**src/rtl/core/dsched_pkg.sv**
```systemverilog
// Shared types, codes and constants of the disk request scheduler.
// Used by every RTL file of the block but dsched_ram; depends on nothing.
package dsched_pkg;

   localparam int MAX_REQUESTS_DEF = 16;
   localparam int CYL_W = 16;
   localparam int TOT_W = 21;
   localparam int POL_W = 3;
   localparam int CSR_IDX_W = 2;

   localparam logic [POL_W-1:0] POL_FCFS  = 3'd0;
   localparam logic [POL_W-1:0] POL_SSTF  = 3'd1;
   localparam logic [POL_W-1:0] POL_SCAN  = 3'd2;
   localparam logic [POL_W-1:0] POL_CSCAN = 3'd3;
   localparam logic [POL_W-1:0] POL_CLOOK = 3'd4;

   localparam logic [CSR_IDX_W-1:0] CSR_POLICY  = 2'd0;
   localparam logic [CSR_IDX_W-1:0] CSR_MAX_CYL = 2'd1;

   localparam logic [CYL_W-1:0] MAX_CYL_RESET = 16'hFFFF;

   typedef struct packed {
      logic [CYL_W-1:0] cylinder;
      logic [CYL_W-1:0] start_head;
      logic             sweep_up;
      logic             last;
   } req_type;

   typedef struct packed {
      logic [CYL_W-1:0] visit_cylinder;
      logic [CYL_W-1:0] move_distance;
      logic [TOT_W-1:0] total_movement;
      logic             rejected;
      logic             run_end;
   } rsp_type;

   typedef enum logic [2:0] {
      ST_IDLE,
      ST_SCAN,
      ST_WAIT,
      ST_DECIDE,
      ST_BND1,
      ST_BND2,
      ST_FLUSH,
      ST_REJECT
   } state_type;

   typedef enum logic [1:0] {
      GRP_ANY,
      GRP_UPPER,
      GRP_LOWER
   } grp_type;

   typedef enum logic [1:0] {
      ORD_FIRST,
      ORD_NEAR,
      ORD_ASC,
      ORD_DESC
   } ord_type;

   typedef enum logic [1:0] {
      EM_BEST,
      EM_ZERO,
      EM_MAX
   } emit_sel_type;

   typedef struct packed {
      logic         load;
      logic         scan_rd;
      logic         scan_first;
      logic         emit;
      emit_sel_type emit_sel;
      logic         flush;
      logic         reject;
      grp_type      grp;
      ord_type      ord;
   } cmd_type;

   typedef struct packed {
      logic             found;
      logic             other;
      logic             bad;
      logic             head_at_max;
      logic             head_at_zero;
      logic             dir_up;
      logic [POL_W-1:0] policy;
   } status_type;

endpackage

```
**src/rtl/core/disk_request_scheduler.sv**
```systemverilog
// Disk request scheduler. A request not marked last is taken and gives no result. On the last
// one, busy stays high through a selection pass over the stored requests per result and one
// that finds none left, per phase under the sweep policies, with the end-cylinder moves between
// under SCAN and C-SCAN; a rejected batch takes one reject state. The final result strobes in
// the first idle cycle, where the next request may already be taken; the receiver cannot stall.
// Synchronous active-high reset clears the batch, sets policy FCFS and max_cylinder 65535.
module disk_request_scheduler #(
   parameter int MAX_REQUESTS = dsched_pkg::MAX_REQUESTS_DEF
) (
   input  logic                             clock,
   input  logic                             reset,
   // Request channel: accepted when start is high and busy is low.
   input  logic                             start,
   output logic                             busy,
   input  dsched_pkg::req_type              req_data,
   // Result channel: one strobe per result.
   output logic                             rsp_valid,
   output dsched_pkg::rsp_type              rsp_data,
   // Register writes.
   input  logic                             csr_we,
   input  logic [dsched_pkg::CSR_IDX_W-1:0] csr_index,
   input  logic [dsched_pkg::CYL_W-1:0]     csr_wdata
);

   localparam int IW = (MAX_REQUESTS > 1) ? $clog2(MAX_REQUESTS) : 1;
   localparam int CW = $clog2(MAX_REQUESTS + 1);

   dsched_pkg::cmd_type    cmd;
   dsched_pkg::status_type status;
   logic [IW-1:0]          scan_addr;
   logic [CW-1:0]          count;

   // The controller walks the store once per selection pass. Each pass selects at most one
   // unvisited entry by the rule of the current phase: first in arrival order for FCFS,
   // nearest to the head for SSTF, and for the sweep policies the next entry in sweep order
   // within the group above or below the starting head. Between the two sweep phases it
   // inserts the moves to the end cylinders under SCAN and C-SCAN.
   dsched_ctrl #(
      .MAX_REQUESTS(MAX_REQUESTS)
   ) u_ctrl (
      .clock    (clock),
      .reset    (reset),
      .start    (start),
      .req_last (req_data.last),
      .busy     (busy),
      .cmd      (cmd),
      .scan_addr(scan_addr),
      .status   (status),
      .count    (count)
   );

   // The datapath holds the store, the per-entry visited bits and the running totals.
   // A result is held back one move so that the final one can carry run_end.
   dsched_dp #(
      .MAX_REQUESTS(MAX_REQUESTS)
   ) u_dp (
      .clock    (clock),
      .reset    (reset),
      .cmd      (cmd),
      .scan_addr(scan_addr),
      .req_data (req_data),
      .csr_we   (csr_we),
      .csr_index(csr_index),
      .csr_wdata(csr_wdata),
      .status   (status),
      .count    (count),
      .rsp_valid(rsp_valid),
      .rsp_data (rsp_data)
   );

endmodule

```
**src/rtl/core/dsched_ram.sv**
```systemverilog
// Generic single-port-write, single-port-read RAM with a registered read.
// Depends on nothing.
module dsched_ram #(
   parameter int WIDTH = 16,
   parameter int DEPTH = 16
) (
   input  logic                                  clock,
   input  logic                                  we,
   input  logic [(DEPTH > 1 ? $clog2(DEPTH) : 1)-1:0] waddr,
   input  logic [WIDTH-1:0]                      wdata,
   input  logic [(DEPTH > 1 ? $clog2(DEPTH) : 1)-1:0] raddr,
   output logic [WIDTH-1:0]                      rdata
);

   logic [WIDTH-1:0] mem_ff [DEPTH];
   logic [WIDTH-1:0] rdata_ff;

   always_ff @(posedge clock) begin
      if (we) begin
         mem_ff[waddr] <= wdata;
      end
      rdata_ff <= mem_ff[raddr];
   end

   assign rdata = rdata_ff;

endmodule

```
**src/rtl/core/dsched_ctrl.sv**
```systemverilog
// Controller of the disk request scheduler: batch loading and the selection passes.
// Depends on dsched_pkg.
module dsched_ctrl #(
   parameter int MAX_REQUESTS = dsched_pkg::MAX_REQUESTS_DEF
) (
   input  logic                       clock,
   input  logic                       reset,
   input  logic                       start,
   input  logic                       req_last,
   output logic                       busy,
   output dsched_pkg::cmd_type        cmd,
   output logic [(MAX_REQUESTS > 1 ? $clog2(MAX_REQUESTS) : 1)-1:0] scan_addr,
   input  dsched_pkg::status_type     status,
   input  logic [$clog2(MAX_REQUESTS + 1)-1:0] count
);

   localparam int IW = (MAX_REQUESTS > 1) ? $clog2(MAX_REQUESTS) : 1;
   localparam int CW = $clog2(MAX_REQUESTS + 1);

   dsched_pkg::state_type state_ff, state_in;
   logic [CW-1:0]         idx_ff, idx_in;
   logic                  phase_b_ff, phase_b_in;
   logic                  pol_sort;

   assign pol_sort = status.policy inside {dsched_pkg::POL_SCAN, dsched_pkg::POL_CSCAN,
                                           dsched_pkg::POL_CLOOK};

   always_ff @(posedge clock) begin
      if (reset) begin
         state_ff   <= dsched_pkg::ST_IDLE;
         idx_ff     <= '0;
         phase_b_ff <= 1'b0;
      end else begin
         state_ff   <= state_in;
         idx_ff     <= idx_in;
         phase_b_ff <= phase_b_in;
      end
   end

   // Next state.
   always_comb begin
      state_in   = state_ff;
      idx_in     = idx_ff;
      phase_b_in = phase_b_ff;
      case (state_ff)
         dsched_pkg::ST_IDLE: begin
            if (start && req_last) begin
               idx_in     = '0;
               phase_b_in = 1'b0;
               state_in   = status.bad ? dsched_pkg::ST_REJECT : dsched_pkg::ST_SCAN;
            end
         end
         dsched_pkg::ST_SCAN: begin
            idx_in = idx_ff + CW'(1);
            if (idx_ff + CW'(1) == count) begin
               state_in = dsched_pkg::ST_WAIT;
            end
         end
         dsched_pkg::ST_WAIT: begin
            state_in = dsched_pkg::ST_DECIDE;
         end
         dsched_pkg::ST_DECIDE: begin
            idx_in = '0;
            if (status.found) begin
               state_in = dsched_pkg::ST_SCAN;
            end else if (!pol_sort || phase_b_ff) begin
               state_in = dsched_pkg::ST_FLUSH;
            end else begin
               phase_b_in = 1'b1;
               state_in   = dsched_pkg::ST_BND1;
            end
         end
         dsched_pkg::ST_BND1: begin
            if (status.policy == dsched_pkg::POL_CSCAN) begin
               state_in = status.other ? dsched_pkg::ST_BND2 : dsched_pkg::ST_FLUSH;
            end else begin
               state_in = dsched_pkg::ST_SCAN;
            end
         end
         dsched_pkg::ST_BND2: begin
            state_in = dsched_pkg::ST_SCAN;
         end
         dsched_pkg::ST_FLUSH: begin
            state_in = dsched_pkg::ST_IDLE;
         end
         dsched_pkg::ST_REJECT: begin
            state_in = dsched_pkg::ST_IDLE;
         end
         default: begin
            state_in = dsched_pkg::ST_IDLE;
         end
      endcase
   end

   // Outputs.
   always_comb begin
      cmd          = '0;
      cmd.emit_sel = dsched_pkg::EM_BEST;
      busy         = (state_ff != dsched_pkg::ST_IDLE);
      scan_addr    = idx_ff[IW-1:0];

      // Selection rule of the current pass.
      if (status.policy == dsched_pkg::POL_SSTF) begin
         cmd.grp = dsched_pkg::GRP_ANY;
         cmd.ord = dsched_pkg::ORD_NEAR;
      end else if (!pol_sort) begin
         cmd.grp = dsched_pkg::GRP_ANY;
         cmd.ord = dsched_pkg::ORD_FIRST;
      end else if (!phase_b_ff) begin
         cmd.grp = status.dir_up ? dsched_pkg::GRP_UPPER : dsched_pkg::GRP_LOWER;
         cmd.ord = status.dir_up ? dsched_pkg::ORD_ASC : dsched_pkg::ORD_DESC;
      end else if (status.policy == dsched_pkg::POL_SCAN) begin
         cmd.grp = status.dir_up ? dsched_pkg::GRP_LOWER : dsched_pkg::GRP_UPPER;
         cmd.ord = status.dir_up ? dsched_pkg::ORD_DESC : dsched_pkg::ORD_ASC;
      end else begin
         cmd.grp = status.dir_up ? dsched_pkg::GRP_LOWER : dsched_pkg::GRP_UPPER;
         cmd.ord = status.dir_up ? dsched_pkg::ORD_ASC : dsched_pkg::ORD_DESC;
      end

      case (state_ff)
         dsched_pkg::ST_IDLE: begin
            cmd.load = start;
         end
         dsched_pkg::ST_SCAN: begin
            cmd.scan_rd    = 1'b1;
            cmd.scan_first = (idx_ff == '0);
         end
         dsched_pkg::ST_DECIDE: begin
            cmd.emit = status.found;
         end
         dsched_pkg::ST_BND1: begin
            if (status.policy == dsched_pkg::POL_SCAN ||
                (status.policy == dsched_pkg::POL_CSCAN && status.other)) begin
               if (status.dir_up) begin
                  cmd.emit     = !status.head_at_max;
                  cmd.emit_sel = dsched_pkg::EM_MAX;
               end else begin
                  cmd.emit     = !status.head_at_zero;
                  cmd.emit_sel = dsched_pkg::EM_ZERO;
               end
            end
         end
         dsched_pkg::ST_BND2: begin
            cmd.emit     = 1'b1;
            cmd.emit_sel = status.dir_up ? dsched_pkg::EM_ZERO : dsched_pkg::EM_MAX;
         end
         dsched_pkg::ST_FLUSH: begin
            cmd.flush = 1'b1;
         end
         dsched_pkg::ST_REJECT: begin
            cmd.reject = 1'b1;
         end
         default: begin
            cmd.flush = 1'b0;
         end
      endcase
   end

endmodule

```
**src/rtl/core/dsched_dp.sv**
```systemverilog
// Datapath of the disk request scheduler: request store, selection unit, result registers.
// Depends on dsched_pkg and dsched_ram.
module dsched_dp #(
   parameter int MAX_REQUESTS = dsched_pkg::MAX_REQUESTS_DEF
) (
   input  logic                                   clock,
   input  logic                                   reset,
   input  dsched_pkg::cmd_type                    cmd,
   input  logic [(MAX_REQUESTS > 1 ? $clog2(MAX_REQUESTS) : 1)-1:0] scan_addr,
   input  dsched_pkg::req_type                    req_data,
   input  logic                                   csr_we,
   input  logic [dsched_pkg::CSR_IDX_W-1:0]       csr_index,
   input  logic [dsched_pkg::CYL_W-1:0]           csr_wdata,
   output dsched_pkg::status_type                 status,
   output logic [$clog2(MAX_REQUESTS + 1)-1:0]    count,
   output logic                                   rsp_valid,
   output dsched_pkg::rsp_type                    rsp_data
);

   localparam int IW = (MAX_REQUESTS > 1) ? $clog2(MAX_REQUESTS) : 1;
   localparam int CW = $clog2(MAX_REQUESTS + 1);
   localparam int YW = dsched_pkg::CYL_W;
   localparam int TW = dsched_pkg::TOT_W;

   logic [dsched_pkg::POL_W-1:0] policy_ff, policy_in;
   logic [YW-1:0]     max_cyl_ff, max_cyl_in;
   logic [CW-1:0]     count_ff, count_in;
   logic              ovf_ff, ovf_in;
   logic              rng_ff, rng_in;
   logic [YW-1:0]     head0_ff, head0_in;
   logic              up_ff, up_in;
   logic [YW-1:0]     head_pos_ff, head_pos_in;
   logic [TW-1:0]     total_ff, total_in;
   logic [MAX_REQUESTS-1:0] used_ff, used_in;
   logic              rd_v_ff, rd_v_in;
   logic [IW-1:0]     rd_idx_ff, rd_idx_in;
   logic              found_ff, found_in;
   logic              other_ff, other_in;
   logic [YW-1:0]     best_v_ff, best_v_in;
   logic [YW-1:0]     best_d_ff, best_d_in;
   logic [IW-1:0]     best_idx_ff, best_idx_in;
   logic              pend_v_ff, pend_v_in;
   dsched_pkg::rsp_type pend_ff, pend_in;
   logic              rsp_valid_ff, rsp_valid_in;
   dsched_pkg::rsp_type rsp_ff, rsp_in;

   logic              full;
   logic              ram_we;
   logic [YW-1:0]     rdata;
   logic              v_up, unused, grp_ok, oth, better;
   logic [YW-1:0]     d;
   logic [YW-1:0]     em_v, em_d;
   logic [TW-1:0]     em_tot;

   assign full   = (count_ff == CW'(MAX_REQUESTS));
   assign ram_we = cmd.load && !full;

   dsched_ram #(
      .WIDTH(YW),
      .DEPTH(MAX_REQUESTS)
   ) u_store (
      .clock(clock),
      .we   (ram_we),
      .waddr(count_ff[IW-1:0]),
      .wdata(req_data.cylinder),
      .raddr(scan_addr),
      .rdata(rdata)
   );

   // Candidate evaluation for the entry read in the previous cycle.
   always_comb begin
      v_up   = (rdata >= head0_ff);
      unused = !used_ff[rd_idx_ff];
      d      = (head_pos_ff > rdata) ? head_pos_ff - rdata : rdata - head_pos_ff;
      case (cmd.grp)
         dsched_pkg::GRP_ANY: begin
            grp_ok = 1'b1;
            oth    = 1'b0;
         end
         dsched_pkg::GRP_UPPER: begin
            grp_ok = v_up;
            oth    = !v_up;
         end
         dsched_pkg::GRP_LOWER: begin
            grp_ok = !v_up;
            oth    = v_up;
         end
         default: begin
            grp_ok = 1'b0;
            oth    = 1'b0;
         end
      endcase
      case (cmd.ord)
         dsched_pkg::ORD_FIRST: better = !found_ff;
         dsched_pkg::ORD_NEAR:  better = !found_ff || (d < best_d_ff);
         dsched_pkg::ORD_ASC:   better = !found_ff || (rdata < best_v_ff);
         dsched_pkg::ORD_DESC:  better = !found_ff || (rdata > best_v_ff);
         default:               better = 1'b0;
      endcase
   end

   // Move taken on an emit.
   always_comb begin
      case (cmd.emit_sel)
         dsched_pkg::EM_BEST: em_v = best_v_ff;
         dsched_pkg::EM_ZERO: em_v = '0;
         dsched_pkg::EM_MAX:  em_v = max_cyl_ff;
         default:             em_v = best_v_ff;
      endcase
      em_d   = (head_pos_ff > em_v) ? head_pos_ff - em_v : em_v - head_pos_ff;
      em_tot = total_ff + TW'(em_d);
   end

   always_comb begin
      policy_in    = policy_ff;
      max_cyl_in   = max_cyl_ff;
      count_in     = count_ff;
      ovf_in       = ovf_ff;
      rng_in       = rng_ff;
      head0_in     = head0_ff;
      up_in        = up_ff;
      head_pos_in  = head_pos_ff;
      total_in     = total_ff;
      used_in      = used_ff;
      rd_v_in      = cmd.scan_rd;
      rd_idx_in    = scan_addr;
      found_in     = found_ff;
      other_in     = other_ff;
      best_v_in    = best_v_ff;
      best_d_in    = best_d_ff;
      best_idx_in  = best_idx_ff;
      pend_v_in    = pend_v_ff;
      pend_in      = pend_ff;
      rsp_valid_in = 1'b0;
      rsp_in       = pend_ff;

      if (csr_we) begin
         case (csr_index)
            dsched_pkg::CSR_POLICY:  policy_in  = csr_wdata[dsched_pkg::POL_W-1:0];
            dsched_pkg::CSR_MAX_CYL: max_cyl_in = csr_wdata;
            default:                 policy_in  = policy_ff;
         endcase
      end

      if (cmd.load) begin
         if (req_data.cylinder > max_cyl_ff) begin
            rng_in = 1'b1;
         end
         if (full) begin
            ovf_in = 1'b1;
         end else begin
            count_in = count_ff + CW'(1);
         end
         if (req_data.last) begin
            head0_in    = req_data.start_head;
            up_in       = req_data.sweep_up;
            head_pos_in = req_data.start_head;
            total_in    = '0;
            used_in     = '0;
            pend_v_in   = 1'b0;
         end
      end

      if (cmd.scan_first) begin
         found_in = 1'b0;
         other_in = 1'b0;
      end else if (rd_v_ff) begin
         if (unused && oth) begin
            other_in = 1'b1;
         end
         if (unused && grp_ok && better) begin
            found_in    = 1'b1;
            best_v_in   = rdata;
            best_d_in   = d;
            best_idx_in = rd_idx_ff;
         end
      end

      if (cmd.emit) begin
         if (cmd.emit_sel == dsched_pkg::EM_BEST) begin
            used_in[best_idx_ff] = 1'b1;
         end
         head_pos_in  = em_v;
         total_in     = em_tot;
         rsp_valid_in = pend_v_ff;
         rsp_in.run_end = 1'b0;
         pend_v_in    = 1'b1;
         pend_in      = '{visit_cylinder: em_v, move_distance: em_d, total_movement: em_tot,
                          rejected: 1'b0, run_end: 1'b0};
      end

      if (cmd.flush) begin
         rsp_valid_in   = 1'b1;
         rsp_in.run_end = 1'b1;
         pend_v_in      = 1'b0;
      end

      if (cmd.reject) begin
         rsp_valid_in = 1'b1;
         rsp_in       = '{visit_cylinder: '0, move_distance: '0, total_movement: '0,
                          rejected: 1'b1, run_end: 1'b1};
      end

      if (cmd.flush || cmd.reject) begin
         count_in = '0;
         ovf_in   = 1'b0;
         rng_in   = 1'b0;
      end
   end

   always_ff @(posedge clock) begin
      if (reset) begin
         policy_ff    <= dsched_pkg::POL_FCFS;
         max_cyl_ff   <= dsched_pkg::MAX_CYL_RESET;
         count_ff     <= '0;
         ovf_ff       <= 1'b0;
         rng_ff       <= 1'b0;
         rd_v_ff      <= 1'b0;
         found_ff     <= 1'b0;
         other_ff     <= 1'b0;
         pend_v_ff    <= 1'b0;
         rsp_valid_ff <= 1'b0;
      end else begin
         policy_ff    <= policy_in;
         max_cyl_ff   <= max_cyl_in;
         count_ff     <= count_in;
         ovf_ff       <= ovf_in;
         rng_ff       <= rng_in;
         rd_v_ff      <= rd_v_in;
         found_ff     <= found_in;
         other_ff     <= other_in;
         pend_v_ff    <= pend_v_in;
         rsp_valid_ff <= rsp_valid_in;
      end
   end

   always_ff @(posedge clock) begin
      head0_ff    <= head0_in;
      up_ff       <= up_in;
      head_pos_ff <= head_pos_in;
      total_ff    <= total_in;
      used_ff     <= used_in;
      rd_idx_ff   <= rd_idx_in;
      best_v_ff   <= best_v_in;
      best_d_ff   <= best_d_in;
      best_idx_ff <= best_idx_in;
      pend_ff     <= pend_in;
      rsp_ff      <= rsp_in;
   end

   always_comb begin
      status.found        = found_ff;
      status.other        = other_ff;
      status.bad          = ovf_ff || rng_ff || full ||
                            (req_data.cylinder > max_cyl_ff) ||
                            (req_data.start_head > max_cyl_ff);
      status.head_at_max  = (head_pos_ff == max_cyl_ff);
      status.head_at_zero = (head_pos_ff == '0);
      status.dir_up       = up_ff;
      status.policy       = policy_ff;
   end

   assign count     = count_ff;
   assign rsp_valid = rsp_valid_ff;
   assign rsp_data  = rsp_ff;

endmodule

```
**config.mk**
```make
export PLATFORM = sky130hd
export DESIGN_NAME = disk_request_scheduler
export DESIGN_NICKNAME = d
export VERILOG_FILES = /design/src/rtl/core/dsched_pkg.sv /design/src/rtl/core/disk_request_scheduler.sv /design/src/rtl/core/dsched_ram.sv /design/src/rtl/core/dsched_ctrl.sv /design/src/rtl/core/dsched_dp.sv
export SDC_FILE = /design/constraint.sdc
export NUM_CORES = 1
export LEC_CHECK = 0
export BUFFER_PORTS_ARGS = -buffer_cell sky130_fd_sc_hd__buf_2
export CAP_MARGIN = 20
export CORE_ASPECT_RATIO = 0.8
export CORE_MARGIN = 2
export CORE_UTILIZATION = 45
export DETAILED_ROUTE_END_ITERATION = 10
export PLACE_DENSITY = 0.72
export SYNTH_ARGS = -nofsm -noshare
export SYNTH_HDL_FRONTEND = slang
export SYNTH_HIERARCHICAL = 1
export SYNTH_SLANG_ARGS = --single-unit
```
**constraint.sdc**
```tcl
create_clock -name clock -period 9.6 [get_ports clock]
set_input_delay 0.48 -clock clock [delete_from_list [all_inputs] [get_ports clock]]
set_output_delay 0.48 -clock clock [all_outputs]
set_load 0.1 [all_outputs]
```
==> summary.md <==
| Metric | Value |
|---|---|
| Status | complete, no violations |
| Fin. Hold Viols | 0 |
| Yosys reg bits | 530 |
| Worst-path clk slew | 0.06 ns |
| Worst path slowest cell | ha_1 |
| Die footprint | 57800 um2 |
| Number of synthesized flops with an enable pin | 399 |
| Hold Crit Class | in -> reg |
| # rows | 77 |
| Avg Vias per Cell | 5.66 |
| LEAKAGE | 10.8 nW |
| Hold_buf cts | 0 |
| Placed inst area | 26500 um2 |
| Min Tclk post-route | 7.66 ns |
| Max FO, Critical Path | 32 |
| WL/cell | 21.2 um |
| FMAX | 131 MHz |
| Maximum VDD drop | 0.000181 V |
| # nets final | 2287 |
| Setup TNS | 0 ns |
| Pwr/cell area | 272 nW/um2 |
| Clock Path Buffers | 3 |
| Dpl ws | 2.12 ns |
| Layout Cells excl Fill | 2859 |
| Slew @ Worst Pin | 1.06 ns |
| Initial antenna violation count | 3 |
| Largest stage delay on the critical path | 0.92 ns |
| Die height | 215 um |
| Syn Std Cell Area | 25100 um2 |
| Routability cong. | 0.951 |
| Die Wd | 268 um |
| GRT Util Overall | 0.210 |
| Period utilisation layout | 0.798 |
| Worst path top cell family by delay | compound AO/OA/AOI/OAI gates |
| FFs w/ async S/R, synth | 0 |
| Setup Skew | 0.0509 ns |
| CTS H-Tree Depth | 2 |
| DP Cell Count | 2760 |
| Gr busiest metal | met2 |
| Met3 GRT Util | 0.0385 |
| Worst Path Required | 9.95 ns |
| Worst-Skew Late Latency | 0.61 ns |
| Post-route ant nets | 0 |
| PortBufs | 112 |
| Commonest cells after routing, fill and taps aside | edfxtp_1 (399), ha_1 (162), inv_1 (148), dfxtp_1 (129), buf_2 (112) |
| Worst rel slew slack | 0.292 |
| Largest net degree at the start of global routing | 71 |
| Library cells used by synthesis | 75 |
| Met2 GRT Util | 0.322 |
| Post-route setup slack | 1.94 ns |
| Total gr overflow | 0 |
| Synth Warn # | 6 |
| MaxCap Viol Count | 0 |
| Io pins | 113 |
| CP Class | reg -> reg |
| M1 GR Usage | 0.306 |
| Crit start category | flop |
| Clock Sinks | 530 |
| Final non-filler cell area | 28100 um2 |
| Register area share after synthesis | 0.581 |
| Layout cells sized above 1 | 0.139 |
| TritonCTS clock tree | yes |
| Syn Nets | 2184 |
| RSZ-0062 raised after global routing | false |
| Post-DP HPWL | 43500 um |
| Worst setup EP type | flop |
| Residual DRC count | 0 |
| Mapped Avg Cell Area | 12.8 um2 |
| Post-CTS Setup Inserts | 0 |
| 1st-pass router iterations | 5 |
| Initial drt markers | 1636 |
| Routed WL | 60700 um |
| Commonest non-fill, non-tap cell in the layout | edfxtp_1 |
| Mapped Cells | 1962 |
| Final Power | 7.63 mW |
| CTS buffer count | 52 |
| Starting Density | 0.456 |
| Root Driver | clkbuf_16 |
| Post-cts resize count | 0 |
| P&R area growth vs syn | 11.7% |
| Number of global-route vias before repair | 15800 |
| Top FF cell, synth | edfxtp_1 |
| Max-slew violation count | 0 |
| Buf/Inv on CP | 2 |
| First-pass GRT wire length | 92500 um |
| Crit path DAT | 8.01 ns |
| CP Cell Sequence | or3b_1 -> nor3b_2 -> nand2_1 -> o21ai_0 -> inv_1 -> ha_1 -> nand3_1 -> o21a_1 -> inv_1 -> ha_1 -> a21oi_1 -> o2111ai_1 -> nand4_1 -> nand3_1 -> o21ai_2 -> mux2i_1 -> xor2_1 -> ha_1 -> a21oi_1 -> o21ai_0 -> a31oi_1 -> o21ai_0 -> xor2_1 -> and2_1 |
| Final setup fails | 0 |
| Via count | 16200 |
| Core area | 55200 um2 |
==> final cells by class <==
class,count,area (um2)
fillers,4755,27100
flip-flops and latches,530,14600
multi-input cells,1195,9620
clock buffers,75,1440
well taps,750,938
repair buffers,137,756
inverters,149,559
clock inverters,21,171
diodes,2,5.00
==> kinds of logic after synthesis <==
logic type	Yosys count	synth area share
AO/OA/AOI/OAI	391	0.101
adder cells (fa/ha/maj)	166	0.0838
multiplexers	99	0.0753
flip-flops	530	0.581
buffers and inverters	237	0.0388
AND/OR/NAND/NOR	469	0.0962
XOR/XNOR	70	0.0244
==> metrics by stage <==
stage	hold WS, ns	util
detailed placement	0.437	0.479
floorplan	0.416	-
CTS	0.0604	0.509
global route	0.0664	0.509
global placement	0.433	0.479
finish	0.0848	0.509
==> registers in the layout (all words and copies together), names as in the netlist, 16 cells and up <==
signal,count
u_dp/u_store/mem_ff,256
u_dp/rsp_data,55
u_dp/pend_ff,53
u_dp/total_ff,21
u_dp/best_d_ff,16
u_dp/best_v_ff,16
u_dp/head0_ff,16
u_dp/head_pos_ff,16
u_dp/max_cyl_ff,16
u_dp/u_store/rdata,16
u_dp/used_ff,16
==> cell usage after synthesis, types with 6 or more instances <==
cell type  number  area share
a211oi_1       14      0.0042
inv_1         148       0.022
buf_2          11      0.0022
nor2b_1        77       0.019
edfxtp_1      399        0.48
mux4_1         10       0.010
mux2i_1        28       0.011
a31oi_1        13      0.0032
a211o_1        16      0.0056
o211ai_1        9      0.0027
nor4_1         12      0.0030
ha_1          162       0.081
clkbuf_1       55      0.0082
a21o_1         39       0.012
o21a_1         25      0.0075
nand2b_1       23      0.0057
mux4_2         59       0.053
nand2_1       101       0.015
buf_4          11      0.0033
xnor2_1        42       0.015
a22oi_1        36       0.011
buf_1           6     0.00090
or3_1           6      0.0015
o21bai_1        8      0.0024
xor2_1         28      0.0098
nor3_1         23      0.0046
a21oi_1        99       0.020
nor2_1        106       0.016
nand3_1        32      0.0064
dfxtp_1       131        0.10
nand4_1        29      0.0072
and2_1         23      0.0057
o21ai_0        84       0.017
==> where the power goes <==
part	switching (mW)	internal, mW
sequential	0.196	2.77
combinational	1.66	1.07
clock	0.865	1.07
total	2.72	4.91
==> layer usage <==
metal  vias up  routed length (um)  part of all wire
li1       7493                   -                 -
met2       532               27400              0.45
met5         -                  13           0.00021
met1      8064               27400              0.45
met3        92                4390             0.072
met4         2                1560             0.026
==> final timing paths <==
path / from / to / slack [ns] / cells past startpoint
setup / recovery: u_ctrl/state_ff[0] / u_dp/total_ff[16] / 1.94 / 24
hold / removal: req_data[1] / u_dp/up_ff / 0.08 / 1
setup reg to reg: u_ctrl/state_ff[0] / u_dp/total_ff[16] / 1.94 / 24
hold reg to reg: u_dp/pend_ff[27] / u_dp/rsp_data[27] / 0.45 / 1
No activity file was read; power rests on OpenSTA's default activity.
